### src/hdl/diac_pkg.sv
// ----------------------------------------------------------------------------
// diac_pkg
// Types and constants shared by the door intrusion alarm controller files.
// ----------------------------------------------------------------------------
package diac_pkg;

	localparam int unsigned ADDR_W = 5;
	localparam int unsigned DATA_W = 32;
	localparam int unsigned REG_IDX_W = 3;

	localparam logic [REG_IDX_W-1:0] REG_SENSOR_EN   = 3'd0;
	localparam logic [REG_IDX_W-1:0] REG_SOUND_EN    = 3'd1;
	localparam logic [REG_IDX_W-1:0] REG_DEBOUNCE    = 3'd2;
	localparam logic [REG_IDX_W-1:0] REG_ALARM_DUR   = 3'd3;
	localparam logic [REG_IDX_W-1:0] REG_LEFT_OPEN   = 3'd4;

	localparam logic [1:0] TONE_SILENT = 2'd0;
	localparam logic [1:0] TONE_LOW    = 2'd1;
	localparam logic [1:0] TONE_HIGH   = 2'd2;

	localparam logic [8:0] TONE_GAP  = 9'd300;
	localparam logic [7:0] BLINK_GAP = 8'd200;

	localparam logic [7:0]  DEBOUNCE_RST   = 8'd50;
	localparam logic [19:0] ALARM_DUR_RST  = 20'd60000;
	localparam logic [19:0] LEFT_OPEN_RST  = 20'd10000;

	typedef struct packed {
		logic door_raw;
		logic lock_unlocked;
		logic acknowledge;
	} item_t;

	typedef struct packed {
		logic [1:0] buzzer_tone;
		logic       red_led;
		logic       door_open;
		logic       alarm_active;
		logic       left_open_active;
		logic       evt_opened;
		logic       evt_closed;
		logic       evt_tamper;
		logic       evt_alarm_cleared;
	} result_t;

endpackage

### src/hdl/door_intrusion_alarm_controller_core.sv
// ----------------------------------------------------------------------------
// door_intrusion_alarm_controller_core
// Debounced door contact, tamper and left-open alarms, buzzer and LED drive.
// ----------------------------------------------------------------------------
// Usage:
// Each word on the item channel is one millisecond tick holding the raw door
// contact, the lock state and the dashboard acknowledge. Every accepted word
// produces exactly one word on the result channel.
// A word is accepted when item_valid is high and item_stall is low; a result
// is taken when result_valid is high and result_stall is low.
// The result of a word taken at one edge is loaded at that edge, into the
// result register or, while that is full and not taken, the skid register.
// Throughput is one word per cycle while result_stall is low, set by the
// single state update between the accepting edge and the result register.
// A skid register sits behind the result register, so one more word is taken
// while the result channel stalls; item_stall rises only once both are full.
// Reset clears all alarm state, loads the register defaults, sets the red LED
// level high and empties both result slots.
// Registers (APB, byte address 4*i): sensor_enable, sound_enable,
// debounce_ms, alarm_duration_ms, left_open_warn_ms. Write them only while
// no word is in flight.
// ----------------------------------------------------------------------------
module door_intrusion_alarm_controller_core #(
	parameter int unsigned TIME_BITS = 20
) (
	input  logic                          clk,
	input  logic                          arst_n,
	input  logic                          item_valid,
	output logic                          item_stall,
	input  diac_pkg::item_t               item,
	output logic                          result_valid,
	input  logic                          result_stall,
	output diac_pkg::result_t             result,
	input  logic                          psel,
	input  logic                          penable,
	input  logic                          pwrite,
	input  logic [diac_pkg::ADDR_W-1:0]   paddr,
	input  logic [diac_pkg::DATA_W-1:0]   pwdata,
	output logic [diac_pkg::DATA_W-1:0]   prdata,
	output logic                          pready
);

	localparam int unsigned CW = (TIME_BITS > 20) ? TIME_BITS : 20;
	localparam logic [TIME_BITS-1:0] TMAX = {TIME_BITS{1'b1}};

	logic        sensor_en_q, sound_en_q;
	logic [7:0]  debounce_q;
	logic [19:0] alarm_dur_q, left_open_q;

	logic                 door_q, door_d;
	logic [7:0]           stable_q, stable_d;
	logic                 boot_q, boot_d;
	logic                 alarm_q, alarm_d;
	logic [TIME_BITS-1:0] alarm_el_q, alarm_el_d;
	logic                 auth_q, auth_d;
	logic [TIME_BITS-1:0] open_el_q, open_el_d;
	logic                 left_q, left_d;
	logic [8:0]           tone_el_q, tone_el_d;
	logic                 tone_hi_q, tone_hi_d;
	logic [1:0]           tone_q, tone_d;
	logic [7:0]           blink_el_q, blink_el_d;
	logic                 blink_q, blink_d;
	logic                 red_q, red_d;
	logic                 ev_open, ev_close, ev_tamper, ev_clear;

	logic                 out_vld_q, skid_vld_q;
	diac_pkg::result_t    out_q, skid_q, res_d;
	logic                 accept, take, out_free;
	logic [diac_pkg::REG_IDX_W-1:0] reg_idx;
	logic                 cfg_wr;

	assign pready  = 1'b1;
	assign reg_idx = paddr[diac_pkg::ADDR_W-1:2];
	assign cfg_wr  = psel & penable & pwrite;

	always_ff @(posedge clk or negedge arst_n) begin
		if (!arst_n) begin
			sensor_en_q <= 1'b1;
			sound_en_q  <= 1'b1;
			debounce_q  <= diac_pkg::DEBOUNCE_RST;
			alarm_dur_q <= diac_pkg::ALARM_DUR_RST;
			left_open_q <= diac_pkg::LEFT_OPEN_RST;
		end else if (cfg_wr) begin
			case (reg_idx)
				diac_pkg::REG_SENSOR_EN: sensor_en_q <= pwdata[0];
				diac_pkg::REG_SOUND_EN:  sound_en_q  <= pwdata[0];
				diac_pkg::REG_DEBOUNCE:  debounce_q  <= pwdata[7:0];
				diac_pkg::REG_ALARM_DUR: alarm_dur_q <= pwdata[19:0];
				diac_pkg::REG_LEFT_OPEN: left_open_q <= pwdata[19:0];
				default: ;
			endcase
		end
	end

	always_comb begin
		case (reg_idx)
			diac_pkg::REG_SENSOR_EN: prdata = {31'd0, sensor_en_q};
			diac_pkg::REG_SOUND_EN:  prdata = {31'd0, sound_en_q};
			diac_pkg::REG_DEBOUNCE:  prdata = {24'd0, debounce_q};
			diac_pkg::REG_ALARM_DUR: prdata = {12'd0, alarm_dur_q};
			diac_pkg::REG_LEFT_OPEN: prdata = {12'd0, left_open_q};
			default:                 prdata = '0;
		endcase
	end

	always_comb begin
		door_d     = door_q;
		stable_d   = stable_q;
		boot_d     = boot_q;
		alarm_d    = alarm_q;
		alarm_el_d = alarm_el_q;
		auth_d     = auth_q;
		open_el_d  = open_el_q;
		left_d     = left_q;
		tone_el_d  = tone_el_q;
		tone_hi_d  = tone_hi_q;
		tone_d     = tone_q;
		blink_el_d = blink_el_q;
		blink_d    = blink_q;
		red_d      = red_q;
		ev_open    = 1'b0;
		ev_close   = 1'b0;
		ev_tamper  = 1'b0;
		ev_clear   = 1'b0;

		// advance saturating timers
		if (tone_el_q <= diac_pkg::TONE_GAP) tone_el_d = tone_el_q + 9'd1;
		if (blink_el_q <= diac_pkg::BLINK_GAP) blink_el_d = blink_el_q + 8'd1;
		if (alarm_q && alarm_el_q != TMAX) alarm_el_d = alarm_el_q + 1'b1;
		if (auth_q && open_el_q != TMAX) open_el_d = open_el_q + 1'b1;

		if (item.acknowledge && alarm_d) begin
			alarm_d    = 1'b0;
			alarm_el_d = '0;
			tone_d     = diac_pkg::TONE_SILENT;
			red_d      = 1'b1;
		end

		if (sensor_en_q) begin
			if (!boot_q && item.door_raw) begin
				boot_d   = 1'b1;
				door_d   = 1'b1;
				stable_d = '0;
				if (!alarm_d) begin
					alarm_d    = 1'b1;
					alarm_el_d = '0;
					ev_tamper  = 1'b1;
				end
				ev_open = 1'b1;
			end else begin
				boot_d = 1'b1;
				if (item.door_raw == door_q) begin
					stable_d = '0;
				end else if (stable_q >= debounce_q) begin
					stable_d = '0;
					door_d   = item.door_raw;
					if (item.door_raw) begin
						if (item.lock_unlocked) begin
							auth_d    = 1'b1;
							open_el_d = '0;
							left_d    = 1'b0;
						end else if (!alarm_d) begin
							alarm_d    = 1'b1;
							alarm_el_d = '0;
							ev_tamper  = 1'b1;
						end
						ev_open = 1'b1;
					end else begin
						auth_d    = 1'b0;
						open_el_d = '0;
						if (left_q) begin
							left_d = 1'b0;
							tone_d = diac_pkg::TONE_SILENT;
						end
						ev_close = 1'b1;
					end
				end else begin
					stable_d = stable_q + 8'd1;
				end
			end
		end else begin
			stable_d = '0;
		end

		if (alarm_d) begin
			if (sound_en_q && tone_el_d > diac_pkg::TONE_GAP) begin
				tone_hi_d = ~tone_hi_d;
				tone_d    = tone_hi_d ? diac_pkg::TONE_HIGH : diac_pkg::TONE_LOW;
				tone_el_d = '0;
			end
			if (blink_el_d > diac_pkg::BLINK_GAP) begin
				blink_d    = ~blink_q;
				red_d      = ~blink_q;
				blink_el_d = '0;
			end
			if (CW'(alarm_el_d) > CW'(alarm_dur_q)) begin
				alarm_d    = 1'b0;
				alarm_el_d = '0;
				tone_d     = diac_pkg::TONE_SILENT;
				red_d      = 1'b1;
				if (!door_d) ev_clear = 1'b1;
			end
		end

		if (auth_d && door_d && !alarm_d) begin
			if (CW'(open_el_d) >= CW'(left_open_q)) begin
				if (!left_d) begin
					left_d    = 1'b1;
					ev_tamper = 1'b1;
				end
				if (sound_en_q && tone_el_d > diac_pkg::TONE_GAP) begin
					tone_hi_d = ~tone_hi_d;
					tone_d    = tone_hi_d ? diac_pkg::TONE_HIGH : diac_pkg::TONE_LOW;
					tone_el_d = '0;
				end
			end
		end

		res_d.buzzer_tone       = tone_d;
		res_d.red_led           = red_d;
		res_d.door_open         = door_d;
		res_d.alarm_active      = alarm_d;
		res_d.left_open_active  = left_d;
		res_d.evt_opened        = ev_open;
		res_d.evt_closed        = ev_close;
		res_d.evt_tamper        = ev_tamper;
		res_d.evt_alarm_cleared = ev_clear;
	end

	assign item_stall   = skid_vld_q;
	assign accept       = item_valid & ~item_stall;
	assign take         = out_vld_q & ~result_stall;
	assign out_free     = ~out_vld_q | take;
	assign result_valid = out_vld_q;
	assign result       = out_q;

	always_ff @(posedge clk or negedge arst_n) begin
		if (!arst_n) begin
			door_q     <= 1'b0;
			stable_q   <= '0;
			boot_q     <= 1'b0;
			alarm_q    <= 1'b0;
			alarm_el_q <= '0;
			auth_q     <= 1'b0;
			open_el_q  <= '0;
			left_q     <= 1'b0;
			tone_el_q  <= diac_pkg::TONE_GAP + 9'd1;
			tone_hi_q  <= 1'b0;
			tone_q     <= diac_pkg::TONE_SILENT;
			blink_el_q <= diac_pkg::BLINK_GAP + 8'd1;
			blink_q    <= 1'b0;
			red_q      <= 1'b1;
		end else if (accept) begin
			door_q     <= door_d;
			stable_q   <= stable_d;
			boot_q     <= boot_d;
			alarm_q    <= alarm_d;
			alarm_el_q <= alarm_el_d;
			auth_q     <= auth_d;
			open_el_q  <= open_el_d;
			left_q     <= left_d;
			tone_el_q  <= tone_el_d;
			tone_hi_q  <= tone_hi_d;
			tone_q     <= tone_d;
			blink_el_q <= blink_el_d;
			blink_q    <= blink_d;
			red_q      <= red_d;
		end
	end

	always_ff @(posedge clk or negedge arst_n) begin
		if (!arst_n) begin
			out_vld_q  <= 1'b0;
			skid_vld_q <= 1'b0;
		end else if (out_free) begin
			if (skid_vld_q) begin
				out_vld_q  <= 1'b1;
				skid_vld_q <= 1'b0;
			end else begin
				out_vld_q <= accept;
			end
		end else if (accept) begin
			skid_vld_q <= 1'b1;
		end
	end

	always_ff @(posedge clk) begin
		if (out_free) begin
			if (skid_vld_q) begin
				out_q <= skid_q;
			end else if (accept) begin
				out_q <= res_d;
			end
		end else if (accept) begin
			skid_q <= res_d;
		end
	end

endmodule

### config.mk
export PLATFORM = sky130hd
export DESIGN_NAME = door_intrusion_alarm_controller_core
export DESIGN_NICKNAME = d
export VERILOG_FILES = /design/src/hdl/diac_pkg.sv /design/src/hdl/door_intrusion_alarm_controller_core.sv
export SDC_FILE = /design/constraint.sdc
export NUM_CORES = 1
export LEC_CHECK = 0
export BUFFER_PORTS_ARGS = -buffer_cell sky130_fd_sc_hd__clkbuf_2
export CELL_PAD_IN_SITES_DETAIL_PLACEMENT = 0
export CELL_PAD_IN_SITES_GLOBAL_PLACEMENT = 1
export CORE_UTILIZATION = 46
export CTS_BUF_LIST = sky130_fd_sc_hd__clkbuf_16
export DETAILED_ROUTE_END_ITERATION = 7
export PLACE_DENSITY = 0.86
export SETUP_SLACK_MARGIN = 0.1
export SYNTH_ARGS = -nofsm -noshare
export SYNTH_HDL_FRONTEND = slang
export SYNTH_SLANG_ARGS = --single-unit
### constraint.sdc
create_clock -name clk -period 4.9 [get_ports clk]
set_input_delay 0.49 -clock clk [delete_from_list [all_inputs] [get_ports clk]]
set_output_delay 0.49 -clock clk [all_outputs]
set_load 0.03 [all_outputs]
==> load_flow_metrics.sql, run 1 <==
INSERT INTO impl_metrics (metric_group, metric, value, unit) VALUES
('status', 'status', 'finished clean', ''),
('timing', 'finalHoldWorstSlack', '0.106', 'ns'),
('power', 'clkPwrFrac', '33.5', '%'),
('power', 'power.combinational.fraction', '26.8', '%'),
('route', 'top_layer_used', 'met4', ''),
('worst_hold_path', 'min-delay-path-class', 'in2async', ''),
('clock_network', 'clk_path_buf_depth', '2', ''),
('setup_path', 'kind_of_launch_point_of_the_worst_setup_path', 'flip-flop', ''),
('global_route', 'first_global_vias', '7243', ''),
('cells_and_area', 'synthToLayoutAreaGrowth', '14.4', '%'),
('cells_and_area', 'antenna_cells_inserted', '0', ''),
('logic_synthesis', 'synth.top_cells.by_area', 'sky130_fd_sc_hd__dfrtp_1 27%, sky130_fd_sc_hd__dfstp_2 7.6%, sky130_fd_sc_hd__ha_1 7.4%', ''),
('cells_and_area', 'fill_cells', '1837', ''),
('power', 'power.static_leakage', '4.78', 'nW'),
('global_route', 'number_of_antenna_violations_at_the_first_check_in_global_routing', '0', ''),
('clock_network', 'clock_latency_of_the_later_clocked_register_in_the_worst_skew_pair', '0.43', 'ns'),
('die', 'io_pins', '92', ''),
('route', 'wl_met1', '10.9', 'mm'),
('logic_synthesis', 'synth_flop_cell', 'sky130_fd_sc_hd__dfrtp_1', ''),
('die', 'die_x', '144', 'um'),
('route', 'drc_marker_count_from_the_first_detailed_route_iteration', '471', ''),
('setup_path', 'critPathRequiredTime', '5.17', 'ns'),
('die', 'height_of_the_die', '144', 'um'),
('logic_synthesis', 'synth.lib_cells_used.distinct', '85', ''),
('clock_network', 'clk_pin_slew_worst_paths', '0.06', 'ns'),
('timing', 'hold_viol', '0', ''),
('placed_design', 'placement.io_buffers', '64', ''),
('placed_design', 'detailedPlacementHpwl', '16.6', 'mm'),
('clock_network', 'cts_root_buffer', 'sky130_fd_sc_hd__clkbuf_16', ''),
('run', 'maxCapViolCount', '0', ''),
('setup_path', 'crit_path_kind', 'reg2reg', ''),
('timing', 'grt_setup_unrepaired', 'no', ''),
('logic_synthesis', 'yosys_warnings', '0', ''),
('setup_path', 'crit_path_max_fanout', '24', ''),
('power', 'power_switching_share', '33.1', '%'),
('setup_path', 'end_kind', 'flip-flop', ''),
('route', 'average_vias_per_placed_instance', '5.61', ''),
('logic_synthesis', 'netlist_area', '9290', 'sq um'),
('timing', 'worst_clock_skew', '0.00863', 'ns'),
('cells_and_area', 'layout-drive-gt1-share', '17.1', '%'),
('route', 'detailroute.via_count', '7727', ''),
('timing', 'timing.fmax', '0.219', 'GHz'),
('clock_network', 'hold_buffers', '0', ''),
('route', 'avgRoutedWirePerCell', '17.0', 'um'),
('cells_and_area', 'finalNetCount', '1201', ''),
('power', 'power_density', '398', 'nW/um^2'),
('timing', 'finalMaxSlewViolations', '0', ''),
('logic_synthesis', 'number_of_enable_flip_flop_cells_after_synthesis', '20', ''),
('logic_synthesis', 'syn_avg_cell_area', '8.94', 'sq um'),
('clock_network', 'cts_htree_levels', '4', ''),
('route', 'wl_met2', '10.9', 'mm'),
('global_route', 'grt_start_max_net_pins', '54', ''),
('clock_network', 'cts-buffers-inserted', '17', ''),
('timing', 'timing.setup.tns', '0', 'ns'),
('power', 'power.sequential.fraction', '39.7', '%'),
('clock_network', 'tritoncts', 'done', ''),
('route', 'dr.pass1.iters', '5', ''),
('timing', 'tightest_slew', '1.04', 'ns'),
('global_route', 'gr-total-overflow', '0', ''),
('logic_synthesis', 'synth_seq_area_share', '41.0', '%'),
('route', 'met3RoutedLength', '921', 'um'),
('setup_path', 'cp.arrival', '4.84', 'ns'),
('die', 'row_count', '51', ''),
('clock_network', 'clkSinkCount', '147', ''),
('placed_design', 'gp_congestion', '0.899', ''),
('die', 'design.die.area', '20800', 'sq um'),
('power', 'ir_worst_vdd', '0.261', 'mV'),
('logic_synthesis', 'synth_async_sr_flop_share', '86.4', '%'),
('route', 'total_wirelength_of_the_detailed_routed_design', '23.4', 'mm'),
('global_route', 'grtUsageTotal', '23.8', '%'),
('logic_synthesis', 'postSynthCellCount', '1039', '');
-- kinds of logic (layout without fill, tap and decap cells) --
| logic type | after synthesis | count (layout) | synth area share (%) |
|---|---|---|---|
| simple gates | 380 | 380 | 19.8 |
| compound gates | 263 | 265 | 18.7 |
| flops | 147 | 147 | 41.0 |
| buf+inv | 122 | 182 | 5.58 |
| fa+ha+maj | 55 | 55 | 7.41 |
| xor+xnor | 37 | 37 | 3.49 |
| mux | 33 | 33 | 3.83 |
| other cells | 2 | 13 | 0.0809 |
-- critical path, stage by stage (launching register included) --
cell and delay [ns]:
sky130_fd_sc_hd__dfstp_2 0.54, sky130_fd_sc_hd__inv_1 0.05, sky130_fd_sc_hd__ha_1 0.33, sky130_fd_sc_hd__a2111oi_4 0.35, sky130_fd_sc_hd__o21bai_2 0.15, sky130_fd_sc_hd__buf_4 0.17, sky130_fd_sc_hd__a21oi_4 0.22, sky130_fd_sc_hd__nor3b_2 0.10
sky130_fd_sc_hd__buf_6 0.18, sky130_fd_sc_hd__nor2_1 0.20, sky130_fd_sc_hd__ha_1 0.20, sky130_fd_sc_hd__a2111oi_1 0.06, sky130_fd_sc_hd__nor3_1 0.24, sky130_fd_sc_hd__o221ai_1 0.19, sky130_fd_sc_hd__a41o_1 0.35, sky130_fd_sc_hd__o31a_4 0.36
sky130_fd_sc_hd__or4_4 0.51, sky130_fd_sc_hd__a31oi_1 0.20
-- layout make-up --
class	instances	area, sq um	share of cell area (%)
clock buffer	17	425	4.00
clock inverter	15	200	1.88
inverter	63	236	2.23
multi-input combinational	783	5110	48.1
sequential	147	3810	35.9
tap	265	332	3.12
timing repair buffer	87	512	4.82
-- power groups by stage --
stage / clock network [mW] / logic, mW / registers [mW]
floorplan: 0 / 0.842 / 1.64
global placement: 0 / 1.08 / 1.68
detailed placement: 0 / 1.11 / 1.69
CTS: 1.43 / 1.12 / 1.67
global route: 1.48 / 1.28 / 1.71
finish: 1.42 / 1.13 / 1.68
-- worst paths after layout --
path	end	slack [ns]	depth (start not counted)	from
max reg2reg	result[9]	0.33	17	debounce_q[1]
min reg2reg	blink_q	0.47	1	blink_q
max in group asynchronous	tone_el_q[7]	3.72	2	arst_n
min in group clk	alarm_dur_q[18]	0.27	3	pwdata[18]
max	result[9]	0.33	17	debounce_q[1]
min	alarm_el_q[9]	0.11	1	arst_n
-- per-layer routing --
metal | vias to the layer above | GRT usage (%)
met4 | 0 | 10.9
met5 | - | 0
met3 | 43 | 3.28
li1 | 3814 | -
met2 | 151 | 36.4
met1 | 3719 | 33.3
-- sequential cells by signal, indices dropped and copies added, names as in the netlist, 2 cells and up --
signal       flops
skid_q          10
alarm_el_q      20
tone_el_q        9
result          10
left_open_q     20
open_el_q       20
alarm_dur_q     20
tone_q           2
blink_el_q       8
stable_q         8
debounce_q       8
-- repair_timing --
action                     4_1_cts  5_1_grt
pin swaps                        1        3
gates resized for setup          0       10
setup endpoints to repair       23       37
buffers inserted                 0        1
cloned                           1        1
-- cells in the final DEF, fill, tap and decap left out, types with 20 or more instances in the layout --
cell type	Yosys	layout
sky130_fd_sc_hd__inv_1	62	66
sky130_fd_sc_hd__dfrtp_1	100	100
sky130_fd_sc_hd__o21ai_0	88	88
sky130_fd_sc_hd__nand2_1	143	141
sky130_fd_sc_hd__a21oi_1	27	27
sky130_fd_sc_hd__nor2_1	83	81
sky130_fd_sc_hd__a22o_1	21	21
sky130_fd_sc_hd__edfxtp_1	20	20
sky130_fd_sc_hd__xor2_1	24	24
sky130_fd_sc_hd__o21ai_1	22	22
sky130_fd_sc_hd__clkbuf_2	0	63
sky130_fd_sc_hd__buf_4	14	22
sky130_fd_sc_hd__ha_1	55	55
sky130_fd_sc_hd__nand3_1	29	29
sky130_fd_sc_hd__dfstp_2	27	27
-- through the flow --
step	worst slack (ns)	cells	instance area, sq um	util [%]	power, mW
global placement	0.00260	1342	9900	50.4	2.76
global route	0.106	1377	10600	54.1	4.46
CTS	0.172	1375	10500	53.6	4.22
detailed placement	0.00319	1342	9900	50.4	2.80
finish	0.326	1377	10600	54.1	4.22
floorplan	0.597	1050	9330	-	2.49
Note: power is estimated with default switching activity, not from simulation.
==> inputs of run 2 (changes only) <==
CELL_PAD_IN_SITES_DETAIL_PLACEMENT = not set   (was 0)
CELL_PAD_IN_SITES_GLOBAL_PLACEMENT = not set   (was 1)
CORE_ASPECT_RATIO = 0.8   (was not set)
CORE_UTILIZATION = 60   (was 46)
==> run 2 against run 1 <==
The run now ends with negative hold slack left. Global-route usage increased by 5.0 points. Design area decreased by 2.5%. Combinational power about the same. Final cell count decreased by 4.4%. Utilization increased by 15 points. Sequential power about the same. Register-to-register slack got worse by 0.02 ns. Critical path depth increased by 1. Worst setup slack got worse by 0.024 ns. Critical endpoint is now result[8]. Worst hold slack got worse by 0.11 ns.
==> load_flow_metrics.sql, run 2 (synthesis gave the netlist of run 1 again) <==
INSERT INTO impl_metrics (metric_group, metric, value, unit) VALUES
('status', 'status', 'finished with violations', ''),
('status', 'failed_checks', 'negative hold slack', ''),
('route', 'wl_met2', '9.62', 'mm'),
('setup_path', 'timing.critical_path.cells', 'inv_1, ha_1, nand2b_4, a2111oi_4, o21bai_2, a21oi_2, o31ai_2, buf_4, nor2_1, ha_1, nand4_1, nor4_2, a21boi_1, nand4b_1, nand2_2, o211a_1, o2111a_1, a221o_1', ''),
('timing', 'finalMaxSlewViolations', '0', ''),
('global_route', 'grt_pass1_wl', '36.1', 'mm'),
('timing', 'min_period', '4.60', 'ns'),
('route', 'top_layer_used', 'met4', ''),
('timing', 'finalHoldWorstSlack', '-0.00331', 'ns'),
('setup_path', 'crit_path_end', 'result[8]', ''),
('setup_path', 'r2r_slack', '0.30', 'ns'),
('placed_design', 'post_dp_cell_area', '9800', 'sq um'),
('route', 'avgRoutedWirePerCell', '16.5', 'um'),
('route', 'met3RoutedLength', '1.45', 'mm'),
('clock_network', 'tritoncts', 'done', ''),
('global_route', 'grtUsageTotal', '28.8', '%'),
('setup_path', 'max_stage_delay', '0.43', 'ns'),
('timing', 'grt_setup_unrepaired', 'no', ''),
('placed_design', 'gp_congestion', '0.942', ''),
('clock_network', 'clock_latency_of_the_later_clocked_register_in_the_worst_skew_pair', '0.44', 'ns'),
('setup_path', 'critical_path_buf_inv_count', '2', ''),
('die', 'io_pins', '92', ''),
('route', 'average_vias_per_placed_instance', '5.99', ''),
('cells_and_area', 'final_cell_mix', '141 x sky130_fd_sc_hd__nand2_1, 100 x sky130_fd_sc_hd__dfrtp_1, 88 x sky130_fd_sc_hd__o21ai_0, 81 x sky130_fd_sc_hd__nor2_1', ''),
('die', 'design.die.area', '16000', 'sq um'),
('timing', 'timing.slew.headroom', '31.7', '%'),
('global_route', 'gr-total-overflow', '0', ''),
('setup_path', 'ff_to_ff_path_depth', '18', ''),
('timing', 'setup_viol', '0', ''),
('timing', 'worst_clock_skew', '0.00936', 'ns'),
('die', 'die_x', '141', 'um'),
('worst_hold_path', 'min-delay-path-class', 'in2async', ''),
('clock_network', 'hold_buffers', '0', ''),
('global_route', 'grt_start_max_net_pins', '53', ''),
('cells_and_area', 'layout.cell_area.non_filler', '10400', 'sq um'),
('route', 'detailroute.via_count', '7885', ''),
('setup_path', 'kind_of_launch_point_of_the_worst_setup_path', 'flip-flop', ''),
('placed_design', 'detailedPlacementHpwl', '15.7', 'mm'),
('power', 'power.static_leakage', '4.67', 'nW'),
('global_route', 'first_global_vias', '7236', ''),
('cells_and_area', 'layout.cells.most_common', 'sky130_fd_sc_hd__nand2_1', ''),
('cells_and_area', 'antenna_cells_inserted', '0', ''),
('die', 'row_count', '40', ''),
('setup_path', 'critPathRequiredTime', '5.09', 'ns'),
('timing', 'timing.fmax', '0.218', 'GHz'),
('clock_network', 'clk_path_buf_depth', '2', ''),
('timing', 'timing.setup.tns', '0', 'ns'),
('route', 'dr.pass1.iters', '5', ''),
('setup_path', 'timing.rr.end', 'result[8]', ''),
('route', 'drc_marker_count_from_the_first_detailed_route_iteration', '730', ''),
('power', 'power_density', '385', 'nW/um^2'),
('timing', 'tightest_slew', '1.02', 'ns'),
('cells_and_area', 'finalNetCount', '1196', ''),
('route', 'drtAntennaViolNets', '0', ''),
('clock_network', 'cts_root_buffer', 'sky130_fd_sc_hd__clkbuf_16', ''),
('die', 'height_of_the_die', '113', 'um'),
('setup_path', 'worst_setup_path_startpoint', 'stable_q[0]', ''),
('clock_network', 'cts-buffers-inserted', '17', ''),
('power', 'ir_worst_vdd', '0.258', 'mV'),
('cells_and_area', 'layout-drive-gt1-share', '17.1', '%'),
('cells_and_area', 'synthToLayoutAreaGrowth', '11.5', '%'),
('clock_network', 'cts_htree_levels', '4', ''),
('placed_design', 'placement.io_buffers', '64', ''),
('clock_network', 'clk_pin_slew_worst_paths', '0.06', 'ns'),
('timing', 'hold_viol', '6', ''),
('setup_path', 'crit_path_max_fanout', '21', ''),
('setup_path', 'timing.critical_path.depth', '18', ''),
('route', 'remaining_drc_errors', '0', ''),
('setup_path', 'regToRegStartpoint', 'stable_q[0]', ''),
('global_route', 'number_of_antenna_violations_at_the_first_check_in_global_routing', '0', ''),
('setup_path', 'cp.arrival', '4.79', 'ns'),
('setup_path', 'end_kind', 'flip-flop', ''),
('route', 'wl_met1', '10.3', 'mm'),
('cells_and_area', 'fill_cells', '1103', ''),
('setup_path', 'worst_path_dominant_cell_family', 'compound AO/OA/AOI/OAI gates', ''),
('run', 'maxCapViolCount', '0', ''),
('die', 'starting_density_of_the_core', '61.7', '%'),
('setup_path', 'crit_path_kind', 'reg2reg', ''),
('setup_path', 'path_common_cell', 'sky130_fd_sc_hd__ha_1', ''),
('route', 'total_wirelength_of_the_detailed_routed_design', '21.8', 'mm'),
('die', 'core_area', '15100', 'sq um'),
('clock_network', 'clkSinkCount', '147', ''),
('timing', 'fin_crit_sh', '93.8', '%'),
('setup_path', 'cpMaxStageDelayCell', 'sky130_fd_sc_hd__dfrtp_1', '');
## run 2: cell count changes in the layout (fill, tap and decap cells not counted), sizes merged
cell and change:
clkinvlp +3, bufinv -5, clkinv +2, buf -3, o31ai -2
## run 2: worst min path at each step
stage / from / endpoint / slack, ns / depth (start not counted)
after floorplan: arst_n / alarm_dur_q[0] / 0.19 / 0
after global placement: blink_q / blink_q / 0.45 / 1
after detailed placement: blink_q / blink_q / 0.46 / 1
after CTS: arst_n / result_valid / 0.02 / 1
after global routing: arst_n / result_valid / 0.04 / 1
final: arst_n / result_valid / -0.003 / 1
## run 2: area by class of cell
type / instances / area, sq um / share of cell area, %
Sequential cell: 147 / 3810 / 36.8
Tap cell: 210 / 263 / 2.54
Inverter: 63 / 236 / 2.28
Clock inverter: 15 / 110 / 1.06
Timing Repair Buffer: 84 / 473 / 4.57
Multi-Input combinational cell: 781 / 5040 / 48.6
Clock buffer: 17 / 425 / 4.11
## run 2: report_power, final
part           leakage, nW  switching, mW  internal, mW  total (mW)
Sequential            1.74          0.206          1.48        1.69
Clock                0.257          0.541         0.647        1.19
Combinational         2.68          0.662         0.447        1.11
## run 2: routing by layer
| layer | track usage [%] | vias to the layer above |
|---|---|---|
| met5 | 0 | - |
| met4 | 9.13 | 0 |
| met3 | 6.05 | 36 |
| met2 | 43.4 | 278 |
| met1 | 41.6 | 3774 |
| li1 | - | 3797 |
## run 2: repair_timing
item	CTS	global route
setup buffers	0	1
gates resized for setup	0	5
setup endpoints to repair	0	35
## run 2: stage by stage
stage	total power, mW	hold slack, ns	setup slack, ns	utilization, %	std cells
finish	3.98	-0.00331	0.303	68.8	1317
global route	4.20	0.0414	0.0996	68.8	1317
CTS	3.97	0.0233	0.117	68.6	1316
detailed placement	2.78	0.456	0.190	65.0	1284
global placement	2.73	0.454	0.283	65.0	1284
floorplan	2.49	0.194	0.597	-	1050
